==> src/hw/rtl/cdn_pkg.sv <==
// ----------------------------------------------------------------------------
// cdn_pkg
// Shared types and constants for the calendar date to day number converter.
// ----------------------------------------------------------------------------
package cdn_pkg;

  // field widths
  localparam int unsigned MonthW = 4;
  localparam int unsigned DayW   = 5;
  localparam int unsigned FracW  = 16;
  localparam int unsigned YearW  = 15;
  localparam int unsigned DnumW  = 40;

  // calendar constants
  localparam int SwitchYear  = 1582;
  localparam int SwitchMonth = 10;
  localparam int SwitchDay   = 15;
  localparam int EpochOffset = 694025;

  // reciprocal of 100 for years below 2**14: floor(y * 5243 / 2**19)
  localparam int unsigned Div100Mul   = 5243;
  localparam int unsigned Div100Shift = 19;

  // one converted request
  typedef struct packed {
    logic signed [DnumW-1:0] day_number;
    logic                    gregorian;
  } result_t;

  // days before the adjusted month m: trunc(30.6001 * (m + 1))
  function automatic logic [8:0] month_days(input logic [MonthW-1:0] m);
    logic [8:0] d;
    unique case (m)
      4'd0:    d = 9'd30;
      4'd1:    d = 9'd61;
      4'd2:    d = 9'd91;
      4'd3:    d = 9'd122;
      4'd4:    d = 9'd153;
      4'd5:    d = 9'd183;
      4'd6:    d = 9'd214;
      4'd7:    d = 9'd244;
      4'd8:    d = 9'd275;
      4'd9:    d = 9'd306;
      4'd10:   d = 9'd336;
      4'd11:   d = 9'd367;
      4'd12:   d = 9'd397;
      4'd13:   d = 9'd428;
      4'd14:   d = 9'd459;
      default: d = 9'd489;
    endcase
    return d;
  endfunction

endpackage

==> src/hw/rtl/calendar_date_to_day_number_top.sv <==
// ----------------------------------------------------------------------------
// calendar_date_to_day_number_top
// Converts a calendar date to a fixed-point day count since 1900 Jan 0.5.
// ----------------------------------------------------------------------------
// Usage:
//   A request carries month, day, day_fraction and a signed year on the in_
//   channel; it is taken at a clock edge where in_valid is high and in_stall
//   is low. Each request yields exactly one result on the out_ channel:
//   out_day_number (Q24.16 days, two's complement) and out_gregorian.
//   A request passes through the request register, then the conversion
//   logic into the result register, whose valid flag drives out_valid.
//   Throughput is one request per cycle while in_stall is low; each stage
//   advances whenever the stage after it is free.
//   When the receiver holds out_stall, the result stays put and the
//   request stage still fills; in_stall rises only once both stages hold
//   data and the result is stalled.
//   Reset (rst_n low at a clock edge) empties both stages; no clearing
//   pass is needed, the block accepts requests right after reset.
// ----------------------------------------------------------------------------
module calendar_date_to_day_number_top (
  input  logic                              clk,
  input  logic                              rst_n,
  input  logic                              in_valid,
  output logic                              in_stall,
  input  logic [cdn_pkg::MonthW-1:0]        in_month,
  input  logic [cdn_pkg::DayW-1:0]          in_day,
  input  logic [cdn_pkg::FracW-1:0]         in_day_fraction,
  input  logic signed [cdn_pkg::YearW-1:0]  in_year,
  output logic                              out_valid,
  input  logic                              out_stall,
  output logic signed [cdn_pkg::DnumW-1:0]  out_day_number,
  output logic                              out_gregorian
);

  logic                             req_vld_r, req_vld_nxt;
  logic                             res_vld_r, res_vld_nxt;
  logic [cdn_pkg::MonthW-1:0]       month_r;
  logic [cdn_pkg::DayW-1:0]         day_r;
  logic [cdn_pkg::FracW-1:0]        frac_r;
  logic signed [cdn_pkg::YearW-1:0] year_r;
  cdn_pkg::result_t                 res_r;
  cdn_pkg::result_t                 calc_res;
  logic                             res_free;
  logic                             req_free;

  // stage flow control
  assign res_free    = !res_vld_r || !out_stall;
  assign req_free    = !req_vld_r || res_free;
  assign in_stall    = !req_free;
  assign res_vld_nxt = res_free ? req_vld_r : res_vld_r;
  assign req_vld_nxt = req_free ? in_valid : req_vld_r;

  always_ff @(posedge clk) begin
    if (!rst_n) begin
      req_vld_r <= 1'b0;
      res_vld_r <= 1'b0;
    end else begin
      req_vld_r <= req_vld_nxt;
      res_vld_r <= res_vld_nxt;
    end
  end

  // request register
  always_ff @(posedge clk) begin
    if (req_free && in_valid) begin
      month_r <= in_month;
      day_r   <= in_day;
      frac_r  <= in_day_fraction;
      year_r  <= in_year;
    end
  end

  // conversion logic
  cdn_calc u_calc (
    .month        (month_r),
    .day          (day_r),
    .day_fraction (frac_r),
    .year         (year_r),
    .result       (calc_res)
  );

  // result register
  always_ff @(posedge clk) begin
    if (res_free && req_vld_r) begin
      res_r <= calc_res;
    end
  end

  assign out_valid      = res_vld_r;
  assign out_day_number = res_r.day_number;
  assign out_gregorian  = res_r.gregorian;

endmodule

==> src/hw/rtl/cdn_calc.sv <==
// ----------------------------------------------------------------------------
// cdn_calc
// Combinational date conversion between the request and result registers.
// ----------------------------------------------------------------------------
module cdn_calc (
  input  logic [cdn_pkg::MonthW-1:0]        month,
  input  logic [cdn_pkg::DayW-1:0]          day,
  input  logic [cdn_pkg::FracW-1:0]         day_fraction,
  input  logic signed [cdn_pkg::YearW-1:0]  year,
  output cdn_pkg::result_t                  result
);

  logic               early_month;
  logic signed [15:0] year_ext;
  logic signed [15:0] y_adj;
  logic               greg;
  logic signed [26:0] year_days;
  logic [26:0]        cent_prod;
  logic [7:0]         cent;
  logic signed [9:0]  corr;
  logic [3:0]         m_adj;
  logic [8:0]         mon_days;
  logic signed [25:0] whole;

  // january and february count as months 13 and 14 of the prior year
  assign early_month = (month < 4'd3);
  assign m_adj       = early_month ? (month + 4'd12) : month;
  assign mon_days    = cdn_pkg::month_days(m_adj);

  // no year zero: shift negative years up by one
  assign year_ext = 16'(year);
  assign y_adj    = year_ext + (year[cdn_pkg::YearW-1] ? 16'sd1 : 16'sd0)
                    - (early_month ? 16'sd1 : 16'sd0);

  // calendar choice at 15 october 1582
  always_comb begin
    priority if (year > 15'(cdn_pkg::SwitchYear)) begin
      greg = 1'b1;
    end else if (year == 15'(cdn_pkg::SwitchYear)) begin
      greg = (month > 4'(cdn_pkg::SwitchMonth)) ||
             ((month == 4'(cdn_pkg::SwitchMonth)) && (day >= 5'(cdn_pkg::SwitchDay)));
    end else begin
      greg = 1'b0;
    end
  end

  // century correction, only used for positive years
  assign cent_prod = 27'(y_adj[13:0]) * 27'(cdn_pkg::Div100Mul);
  assign cent      = cent_prod[cdn_pkg::Div100Shift +: 8];
  assign corr      = greg ? (10'sd2 - signed'({2'b00, cent}) + signed'({4'b0000, cent[7:2]}))
                          : 10'sd0;

  // 365.25 days per year, floored
  assign year_days = 27'(y_adj) * 27'sd1461;

  // whole days since the epoch
  assign whole = 26'(year_days >>> 2) + 26'(corr) - 26'sd694025
               + signed'({17'd0, mon_days}) + signed'({21'd0, day});

  // fixed point day count, epoch at noon
  assign result.day_number = signed'({whole[23:0], day_fraction}) - 40'sd32768;
  assign result.gregorian  = greg;

endmodule

==> config.mk <==
export PLATFORM = sky130hd
export DESIGN_NAME = calendar_date_to_day_number_top
export DESIGN_NICKNAME = d
export VERILOG_FILES = /design/src/hw/rtl/cdn_pkg.sv /design/src/hw/rtl/calendar_date_to_day_number_top.sv /design/src/hw/rtl/cdn_calc.sv
export SDC_FILE = /design/constraint.sdc
export NUM_CORES = 1
export LEC_CHECK = 0
export BUFFER_PORTS_ARGS = -buffer_cell sky130_fd_sc_hd__buf_2
export CORE_MARGIN = 8
export CORE_UTILIZATION = 30
export DETAILED_ROUTE_END_ITERATION = 8
export PLACE_DENSITY = 0.44
export SYNTH_ARGS = -nofsm -noshare
export SYNTH_HDL_FRONTEND = slang
export SYNTH_SLANG_ARGS = --single-unit
export TNS_END_PERCENT = 10
==> constraint.sdc <==
create_clock -name clk -period 15.1 [get_ports clk]
set_input_delay 1.51 -clock clk [delete_from_list [all_inputs] [get_ports clk]]
set_output_delay 1.51 -clock clk [all_outputs]
set_load 0.02 [all_outputs]
# --- Word-level counts from Yosys, hierarchy flattened ---
# Memory sizes are Yosys's and may differ from the RTL's.
# Index checks and enable logic that the tools add are counted.
op_classes:
  mux: 6
  n_reduce_logical: 10
  add_sub_neg: 10
  eq_ne: 2
  multipliers: 2
  order_cmp: 4
ops:
  columns: ["cell", "count"]
  rows:
  - ["24-bit by 10-bit adder with 24-bit output", 2]
  - ["40-bit by 17-bit subtractor with 40-bit output, second input constant", 1]
  - ["14-bit by 13-bit multiplier with 27-bit output, second input constant", 1]
  - ["16-bit by 12-bit multiplier with 26-bit output, second input constant", 1]
  - ["24-bit by 6-bit adder with 24-bit output", 1]
  - ["24-bit by 21-bit subtractor with 24-bit output, second input constant", 1]
  - ["15-bit by 2-bit adder with 16-bit output", 1]
  - ["16-bit by 2-bit subtractor with 16-bit output", 1]
  - ["15-bit by 12-bit equality test with 1-bit output, second input constant", 1]
  - ["15-bit by 12-bit > comparator with 1-bit output, second input constant", 1]
  - ["10-bit by 7-bit adder with 10-bit output", 1]
  - ["10-bit two-way mux", 1]
  - ["2-bit by 8-bit subtractor with 9-bit output, first input constant", 1]
  - ["5-bit by 4-bit >= comparator with 1-bit output, second input constant", 1]
  - ["4-bit adder, second input constant", 1]
  - ["4-bit equality test, second input constant", 1]
  - ["4-bit > comparator, second input constant", 1]
  - ["1-bit logical NOT", 4]
  - ["4-bit by 2-bit < comparator with 1-bit output, second input constant", 1]
  - ["1-bit two-way mux", 4]
  - ["4-bit two-way mux", 1]
  - ["1-bit logical AND", 3]
  - ["1-bit logical OR", 3]
totals:
  word_cells: 43
  mem_bits_ro: 144
  memories: 1
  regBits: 83
  out_inout_bits: 43
  in_bits: 44
memory_table:
  columns: ["memory", "depth", "word_bits", "rd", "rd_ports_with_merged_regs", "wr", "line", "text"]
  rows:
  - ["(name not given)", 16, 9, 1, 0, 0, "cdn_pkg.sv:33", "unique case (m)"]

# --- Depth between registers and ports, before layout ---
# Gate-level depths: netlist (run 1).
logic_depth:
  depth_word: 12
  ltp_mapped: 65
  mapped_depth_nobuf: 64

# --- Hierarchy ---
# From an unflattened synthesis (run 1), not the netlist that was laid out.
unflattened:
  hier_cells: 1436
  hier_area_um2: 14074.7
modules_own_cells:
  columns: ["module", "area_per_inst_um2", "seq_area_each_um2", "n_inst", "cells_each"]
  rows:
  - ["cdn_calc", 11558.6, 0.0, 1, 1347]
  - ["calendar_date_to_day_number_top", 2516.2, 2472.4, 1, 89]

# --- Least setup slack after synthesis (run 1) ---
# Ideal clock, no wire load.
synth_timing:
  path_kind: "register to register"
  from: "reg month_r[0] (netlist bit)"
  to: "reg res_r, in the netlist out_day_number[39] (data pin)"
  setup_slack_ps: 1241
  path_stages_with_launch: 62
  setup_time_ps: 258
  arrival_time_ps: 13600
  required_time_ps: 14842
  path_cell_list: "edfxtp_1 -> ha_1 -> nand2b_1 -> inv_1 -> ha_1 -> inv_1 -> ha_1 -> inv_1 -> fa_1 -> nor2b_1 -> o21ai_0 -> a21boi_0 -> o21ai_0 -> a21boi_0 -> o21bai_1 -> and2_1 -> xnor2_1 -> inv_1 -> [... 26 more ...] -> inv_1 -> o21ai_1 -> inv_2 -> ha_1 -> ha_1 -> ha_1 -> ha_1 -> a21o_1 -> o2bb2ai_1 -> a2111oi_2 -> nor2_1 -> or2_4 -> o31ai_4 -> xnor2_1 -> or3_4 -> or4_1 -> xnor3_2 -> xnor2_1"
synth_lines:
  columns: ["element", "line", "text"]
  rows:
  - ["from (decl)", "calendar_date_to_day_number_top.sv:37", "logic [cdn_pkg::MonthW-1:0] month_r;"]
  - ["from (signal assigned)", "calendar_date_to_day_number_top.sv:66", "month_r <= in_month;"]
  - ["to (signal assigned)", "calendar_date_to_day_number_top.sv:85", "res_r <= calc_res;"]
  - ["to (decl)", "calendar_date_to_day_number_top.sv:41", "cdn_pkg::result_t res_r;"]

==> results of run 1 <==
-- sequential cells by signal, summed over array words and instances (netlist names) --
signal          cells
out_day_number     40
frac_r             16
year_r             15
day_r               5
month_r             4
out_gregorian       1
out_valid           1
req_vld_r           1
-- per-layer routing --
| metal | vias to the layer above | part of all wire [%] | global-route usage [%] |
|---|---|---|---|
| met3 | 28 | 3.3 | 2.09 |
| met1 | 4607 | 48 | 16.6 |
| met4 | 2 | 1.8 | 3.31 |
| li1 | 4768 | - | - |
| met5 | - | 0.041 | 0 |
| met2 | 120 | 47 | 20.5 |
-- through the flow --
stage | area (sq um) | util (%) | hold WS [ns] | worst slack, ns | cells
2_1_floorplan | 13700 | - | 0.400 | 1.24 | 1368
3_3_place_gp | 14900 | 33.1 | 0.402 | 0.0492 | 2064
4_1_cts | 15300 | 33.8 | 0.421 | 0.0626 | 2080
3_5_place_dp | 14900 | 33.1 | 0.405 | -0.199 | 2064
5_1_grt | 15500 | 34.3 | 0.425 | -0.0103 | 2091
6_report | 15500 | 34.3 | 0.421 | 0.845 | 2091
-- path summary, 6_finish.rpt --
path	to	depth (start not counted)
max	out_day_number[39]	62
min	out_day_number[5]	0
max reg2reg	out_day_number[39]	62
min reg2reg	out_day_number[5]	0
-- placed cells by master (no fill, tap or decap), types with 6 or more instances in the layout --
master       n
xor2_1      38
a21o_1      26
clkbuf_16    9
edfxtp_1    81
a211oi_1     8
o21bai_1     9
o21a_1      12
nor2_1      47
nand2b_1     8
and2_1       9
nor2b_1      6
or3_1        8
fa_1       148
ha_1       281
or2_2        8
nand4_1      8
buf_2       86
nor4_1       9
xnor2_1     52
o21ai_0     27
xnor2_2      6
buf_4       26
nand2_1     58
nand3_1     14
o211ai_1     6
and3_1       7
nor3_1      18
a21oi_1     47
inv_1      323
a31oi_1      6
-- what timing repair did --
item / 4_1_cts / 5_1_grt
buffers inserted: 0 / 11
setup endpoints to repair: 1 / 8
pin swaps: 0 / 10
resized for setup: 1 / 31
-- layout make-up --
cell class / count / area [sq um] / area share (%)
Tap cell: 600 / 751 / 4.84
Inverter: 325 / 1220 / 7.88
Clock inverter: 6 / 55.1 / 0.355
Timing Repair Buffer: 112 / 626 / 4.03
Sequential cell: 83 / 2470 / 15.9
Multi-Input combinational cell: 955 / 10100 / 65.4
Clock buffer: 10 / 239 / 1.54
-- logic make-up after synthesis --
logic type | count (synthesis)
adders and majority gates | 432
AOI/OAI and AO/OA | 199
and+or+nand+nor | 221
DFF | 83
xor gates and xnor gates | 99
muxes | 4
buffers and inverters | 330
==> results.toml, run 1 <==
[logic_synthesis]
synth_top_area_share_pct = 26.0
synthDistinctLibCells = 70
synthTopCellsByArea = "ha_1 (26%), fa_1 (22%), edfxtp_1 (18%)"
synth-edff-count = 81
synth_flop_cell = "edfxtp_1"
synth_fa_ha_area_share_pct = 47.7
synthArstFlopShare_pct = 0
syn_nets = 1844
yosysWarnings = 0
netlist_instances = 1368
ys_seq_area_share_pct = 18.1
synth_most_common_cell = "inv_1"
yosys_register_bits = 83
synthMuxAreaShare_pct = 0.293
ys_top_cells_by_count = "inv_1 (324), ha_1 (284), fa_1 (148)"
synthSimpleGateAreaFrac_pct = 8.33
syn_avg_cell_area_sq_um = 9.98
synth_area_sq_mm = 0.0137
synth_top_family_by_area = "adder cells"
yosys.area.top_type = "ha_1"
post_synth_xor_area_fraction_pct = 6.46
synth_compound_area_share_pct = 9.94

[setup_path]
r2r_start = "month_r[1]"
worstSetupStartpoint = "month_r[1]"
end_kind = "flip-flop"
worst_setup_path_start_kind = "flip-flop"
rrSetupSlack_ns = 0.84
required_ns = 15.21
worst-path-buf-inv = 10
cp_data_arrival_time_ns = 14.36
criticalPathCategory = "flip-flop to flip-flop"
critical_path.slowest_cell = "fa_1"
cpPeakStageDelay_ns = 0.54
crit_family = "adder cells"
critical_path.max_fanout = 9

[floorplanning]
die-area_sq_mm = 0.0526
rows = 78
initial_core_util_pct = 30.2
core_sq_mm = 0.0452
die_w_microns = 229
die_y_microns = 229
ioPinCount = 87

[layout]
nets = 1962
antenna_cells = 0
drive_gt1_share_pct = 11.8
fill_cells = 4658
area_growth_pct = 13.6

[route]
vias = 9525
drt_wl_total_microns = 32000
ant_nets = 0
first_pass_iters = 5
wire_per_inst_microns = 15.3
drt-initial-drc-count = 333
viasPerCell = 4.56
route.detailed.drc = 0

[global_routing]
grt_pass1_wl_microns = 52500
grt_max_degree = 42
gr-total-overflow = 0
track_usage_pct = 12.4
grt_pass1_vias = 10085
antenna_found_initial = 1

[clocking]
cts-htree-levels = 3
cts_sinks = 83
ctsHoldBuffers = 0
cts_buffers = 9
clockRootBuffer = "clkbuf_16"
clockBufferDepth = 2
cts_tree = "done"
path_clk_slew_ns = 0.07
worstSkewPairLatency_ns = 0.36

[placement]
gp_congestion = 0.818
hpwlAfterDp_microns = 28300
numPortBuffers = 86

[timing]
setup_viol = 0
fin_crit_sh_pct = 94.4
maxSlewHeadroom_pct = 32.3
clock-skew-final_ns = 0.0116
fmaxAchievable_ghz = 0.0702
tightest_slew_ns = 1.02
fin_tns_setup_ns = 0
period_needed_ns = 14.26
slew_viol_final = 0
hold_viol_final = 0

[hold_path]
hold_start = "frac_r[5]"
hold_path_class = "flip-flop to flip-flop"

[flow_run]
drv_cap = 0

[outcome]
status = "complete, no violations"
Power of run 1 is not shown: default switching activity piles up to over one toggle a cycle in this logic, so the estimate is an artifact.
==> run 2, diff against run 1 <==
--- a/config.mk
+++ b/config.mk
@@ -10,6 +10,7 @@
 export CORE_UTILIZATION = 30
 export DETAILED_ROUTE_END_ITERATION = 8
 export PLACE_DENSITY = 0.44
+export RECOVER_POWER = 25
 export SYNTH_ARGS = -nofsm -noshare
 export SYNTH_HDL_FRONTEND = slang
 export SYNTH_SLANG_ARGS = --single-unit
==> constraint.sdc (replaced) <==
create_clock -name clk -period 17.1 [get_ports clk]
set_input_delay 1.71 -clock clk [delete_from_list [all_inputs] [get_ports clk]]
set_output_delay 1.71 -clock clk [all_outputs]
set_load 0.02 [all_outputs]
==> run 2 against run 1 <==
First-iteration DRC count up 5.1%. Critical path depth down 1. Sequential cell count unchanged. Global-route usage up 0.15 points. Cell count down 0.62%. Non-clock buffer count down 13. Cell area down 1.7%. Register-to-register slack better by 0.66 ns. Hold slack worse by 0.0036 ns. Die area unchanged. Highest routed layer is now met4.
==> results.toml, run 2 (synthesized netlist as in run 1, its figures left out) <==
[timing]
slew_viol_final = 0
fin_tns_setup_ns = 0
clock-skew-final_ns = 0.0118
layout_setup_ws_ns = 1.51
period_needed_ns = 15.59
fin_crit_sh_pct = 91.2
grt_setup_unrepaired = "false"
fmaxAchievable_ghz = 0.0641
whs_ns = 0.417
setup_viol = 0
tightest_slew_ns = 1.08
maxSlewHeadroom_pct = 27.3
hold_viol_final = 0

[route]
route.detailed.drc = 0
drt-initial-drc-count = 350
drt_wl_total_microns = 32300
wire_per_inst_microns = 15.6
viasPerCell = 4.54
ant_nets = 0
vias = 9439
first_pass_iters = 4

[setup_path]
criticalPathCategory = "flip-flop to flip-flop"
cpPeakStageDelay_ns = 0.85
reg2reg_depth = 61
worstSetupStartpoint = "month_r[0]"
r2r_start = "month_r[0]"
critical_path.max_fanout = 13
rrSetupSlack_ns = 1.51
r2r-end = "out_day_number[39]"
worst_setup_path_start_kind = "flip-flop"
end_kind = "flip-flop"
required_ns = 17.21
critical_path.slowest_cell = "xnor2_1"
endpoint = "out_day_number[39]"
crit_top_cell = "ha_1"
cp_data_arrival_time_ns = 15.70

[layout]
antenna_cells = 0
final_cell_mix = "inv_1 (324), ha_1 (284), fa_1 (148)"
area_growth_pct = 11.7
nets = 1949
largest_reg_flops = 40
drive_gt1_share_pct = 9.54
fill_cells = 4660
fin_cells = 2078
final_common_cell = "inv_1"

[floorplanning]
rows = 78
ioPinCount = 87
die_w_microns = 229
initial_core_util_pct = 30.2
die-area_sq_mm = 0.0526
die_y_microns = 229
core_sq_mm = 0.0452

[clocking]
cts_sinks = 83
cts_tree = "done"
clockRootBuffer = "clkbuf_16"
cts_buffers = 9
worstSkewPairLatency_ns = 0.36
clockBufferDepth = 2
ctsHoldBuffers = 0
cts-htree-levels = 3
post_cts_resized = 0
cts_setup_buffers = 0
path_clk_slew_ns = 0.07

[global_routing]
gr-total-overflow = 0
track_usage_pct = 12.6
grt_pass1_wl_microns = 53000
grt_pass1_vias = 10095
grt_max_degree = 42
antenna_found_initial = 0

[placement]
hpwlAfterDp_microns = 28600
placed_cells = 2062
gp_congestion = 0.849
numPortBuffers = 86
pre_cts_ws_ns = 1.46

[flow_run]
drv_cap = 0

[hold_path]
hold_path_class = "flip-flop to flip-flop"

[outcome]
status = "complete, no violations"
-- run 2: area by class of cell --
cell class,instances,area [sq um],area share [%]
Multi-Input combinational cell,955,9960,65.3
Sequential cell,83,2470,16.2
Inverter,325,1220,8.00
Tap cell,600,751,4.92
Timing Repair Buffer,99,528,3.46
Clock buffer,10,239,1.57
Clock inverter,6,78.8,0.517
-- run 2: how the worst min path moves through the flow --
stage,startpoint,endpoint,cells after the start
CTS,frac_r[9],out_day_number[9],0
finish,frac_r[9],out_day_number[9],0
global placement,frac_r[2],out_day_number[2],0
floorplan,frac_r[0],out_day_number[0],0
global route,frac_r[9],out_day_number[9],0
detailed placement,frac_r[8],out_day_number[8],0
-- run 2: through the flow --
step	instance area, sq um	util (%)
2_1_floorplan	13700	-
3_3_place_gp	14900	33.0
3_5_place_dp	14900	33.0
4_1_cts	15200	33.7
5_1_grt	15200	33.7
6_report	15200	33.7
-- run 2: critical path, delay by kind of cell, from the launching register on --
family	cells	cell delay, ns
AND/OR/NAND/NOR	11	2.63
multiplexers	1	0.17
XOR/XNOR	6	1.88
buffers and inverters	10	0.89
flip-flops	1	0.44
adder cells (fa/ha/maj)	16	5.51
AO/OA/AOI/OAI	17	3.80
-- run 2: per-layer routing --
metal / global-route usage, % / share of wire, % / up-vias
li1: - / - / 4743
met1: 17.0 / 49 / 4566
met2: 21.2 / 47 / 112
met3: 1.59 / 2.4 / 18
met4: 2.73 / 1.3 / 0
met5: 0 / 0 / -
Power of run 2 is left out for the same reason.
==> run 3, diff against run 2 <==
--- a/config.mk
+++ b/config.mk
@@ -9,8 +9,6 @@
 export CORE_MARGIN = 8
 export CORE_UTILIZATION = 30
 export DETAILED_ROUTE_END_ITERATION = 8
-export PLACE_DENSITY = 0.44
-export RECOVER_POWER = 25
 export SYNTH_ARGS = -nofsm -noshare
 export SYNTH_HDL_FRONTEND = slang
 export SYNTH_SLANG_ARGS = --single-unit
==> run 3 against run 2 <==
Sequential share of layout area rose by 0.079 points. Hold slack gained 0.0014 ns. Wire length down 7.5%. Fmax increased by 0.46%. Cell area fell by 0.48%. Die area unchanged. Register-to-register slack improved by 0.07 ns. Global-route usage fell by 1.1 points. Clock-buffer cell count unchanged. Non-clock buffer count fell by 6. Via count is 0.60% higher. Core utilization down 0.16 points. Critical endpoint unchanged. Largest cell class unchanged.
==> results.toml, run 3 (synthesized netlist as in run 1, its figures left out) <==
[timing]
fin_tns_setup_ns = 0
fmaxAchievable_ghz = 0.0644
tightest_slew_ns = 1.12
period_needed_ns = 15.52
clock-skew-final_ns = 0.00604
maxSlewHeadroom_pct = 25.3
hold_viol_final = 0
slew_viol_final = 0
setup_viol = 0
grt_setup_unrepaired = "false"
fin_crit_sh_pct = 90.8

[setup_path]
worst_setup_path_start_kind = "flip-flop"
end_kind = "flip-flop"
criticalPathCategory = "flip-flop to flip-flop"
critical_path.max_fanout = 13
cpPeakStageDelay_ns = 0.69
required_ns = 17.22
cp_data_arrival_time_ns = 15.64
crit_top_cell = "ha_1"
critical_path.slowest_cell = "xnor2_1"

[clocking]
cts_setup_buffers = 0
path_clk_slew_ns = 0.07
cts_sinks = 83
clockBufferDepth = 2
cts_tree = "done"
worstSkewPairLatency_ns = 0.36
cts_buffers = 9
ctsHoldBuffers = 0
clockRootBuffer = "clkbuf_16"
cts-htree-levels = 3
post_cts_resized = 0

[hold_path]
hold_path_class = "flip-flop to flip-flop"

[global_routing]
antenna_found_initial = 0
grt_pass1_wl_microns = 49100
gr-total-overflow = 0
grt_max_degree = 41
grt_pass1_vias = 9764
track_usage_pct = 11.5

[route]
ant_nets = 0
wire_per_inst_microns = 14.4
met2_wirelength_microns = 15400
route.detailed.drc = 0
drt_wl_total_microns = 29900
wl_met1_microns = 13300
highest_layer = "met4"
viasPerCell = 4.58
first_pass_iters = 5
routed-wl-met3_microns = 516
drt-initial-drc-count = 375
vias = 9496

[placement]
gp_congestion = 0.888
hpwlAfterDp_microns = 26400
numPortBuffers = 86

[layout]
antenna_cells = 0
final_cell_mix = "inv_1 (324), ha_1 (284), fa_1 (148)"
drive_gt1_share_pct = 9.10
largest_reg_flops = 40
final_common_cell = "inv_1"
nets = 1943
fill_cells = 4629
area_growth_pct = 11.1

[floorplanning]
rows = 78
die_w_microns = 229
initial_core_util_pct = 30.2
core_sq_mm = 0.0452
die-area_sq_mm = 0.0526
ioPinCount = 87
die_y_microns = 229

[outcome]
status = "complete, no violations"

[flow_run]
drv_cap = 0
run 3: changes by cell type in the layout (fill, tap and decap cells not counted):
cell        delta
buf_4          -6
inv_6          +3
a21oi_1        +1
inv_8          -1
bufinv_16      -1
clkinv_4       -2
a21oi_2        -1
clkinvlp_4     +1
run 3: metal layers:
| layer | vias to the layer above | GRT usage, % |
|---|---|---|
| met5 | - | 0 |
| met4 | 0 | 3.75 |
| met3 | 28 | 1.29 |
| met1 | 4633 | 14.0 |
| li1 | 4732 | - |
| met2 | 103 | 20.8 |
run 3: path summary, 6_finish.rpt:
path / slack [ns] / end / cells past startpoint / from
min reg2reg: 0.42 / out_day_number[3] / 0 / frac_r[3]
max: 1.58 / out_day_number[39] / 61 / month_r[1]
min: 0.42 / out_day_number[3] / 0 / frac_r[3]
max reg2reg: 1.58 / out_day_number[39] / 61 / month_r[1]
run 3: final cells by class:
cell class | count | area (sq um) | area share [%]
sequential | 83 | 2470 | 16.3
tap | 600 | 751 | 4.95
inverter | 325 | 1220 | 8.04
clock buffer | 10 | 239 | 1.58
multi-input combinational | 955 | 9950 | 65.6
clock inverter | 6 | 53.8 | 0.355
timing repair buffer | 93 | 483 | 3.18
run 3: worst max-delay path, delay by kind of cell, from the launching register on:
| kind | cells | cell delay [ns] |
|---|---|---|
| AOI/OAI and AO/OA | 15 | 3.01 |
| xor gates and xnor gates | 6 | 1.75 |
| adders and majority gates | 16 | 5.63 |
| buffers and inverters | 10 | 0.99 |
| DFF | 1 | 0.46 |
| muxes | 1 | 0.18 |
| and+or+nand+nor | 13 | 3.23 |
run 3: per-stage QoR:
step                worst slack (ns)  area (sq um)  hold WS, ns  std cells  util [%]
finish                          1.58         15200        0.418       2072      33.6
global route                   0.396         15200        0.415       2072      33.6
CTS                             1.58         15200        0.417       2072      33.6
detailed placement              1.64         14900        0.405       2056      32.9
global placement                1.96         14900        0.400       2056      32.9
floorplan                       3.24         13700        0.400       1368         -
Power of run 3 is left out for the same reason.
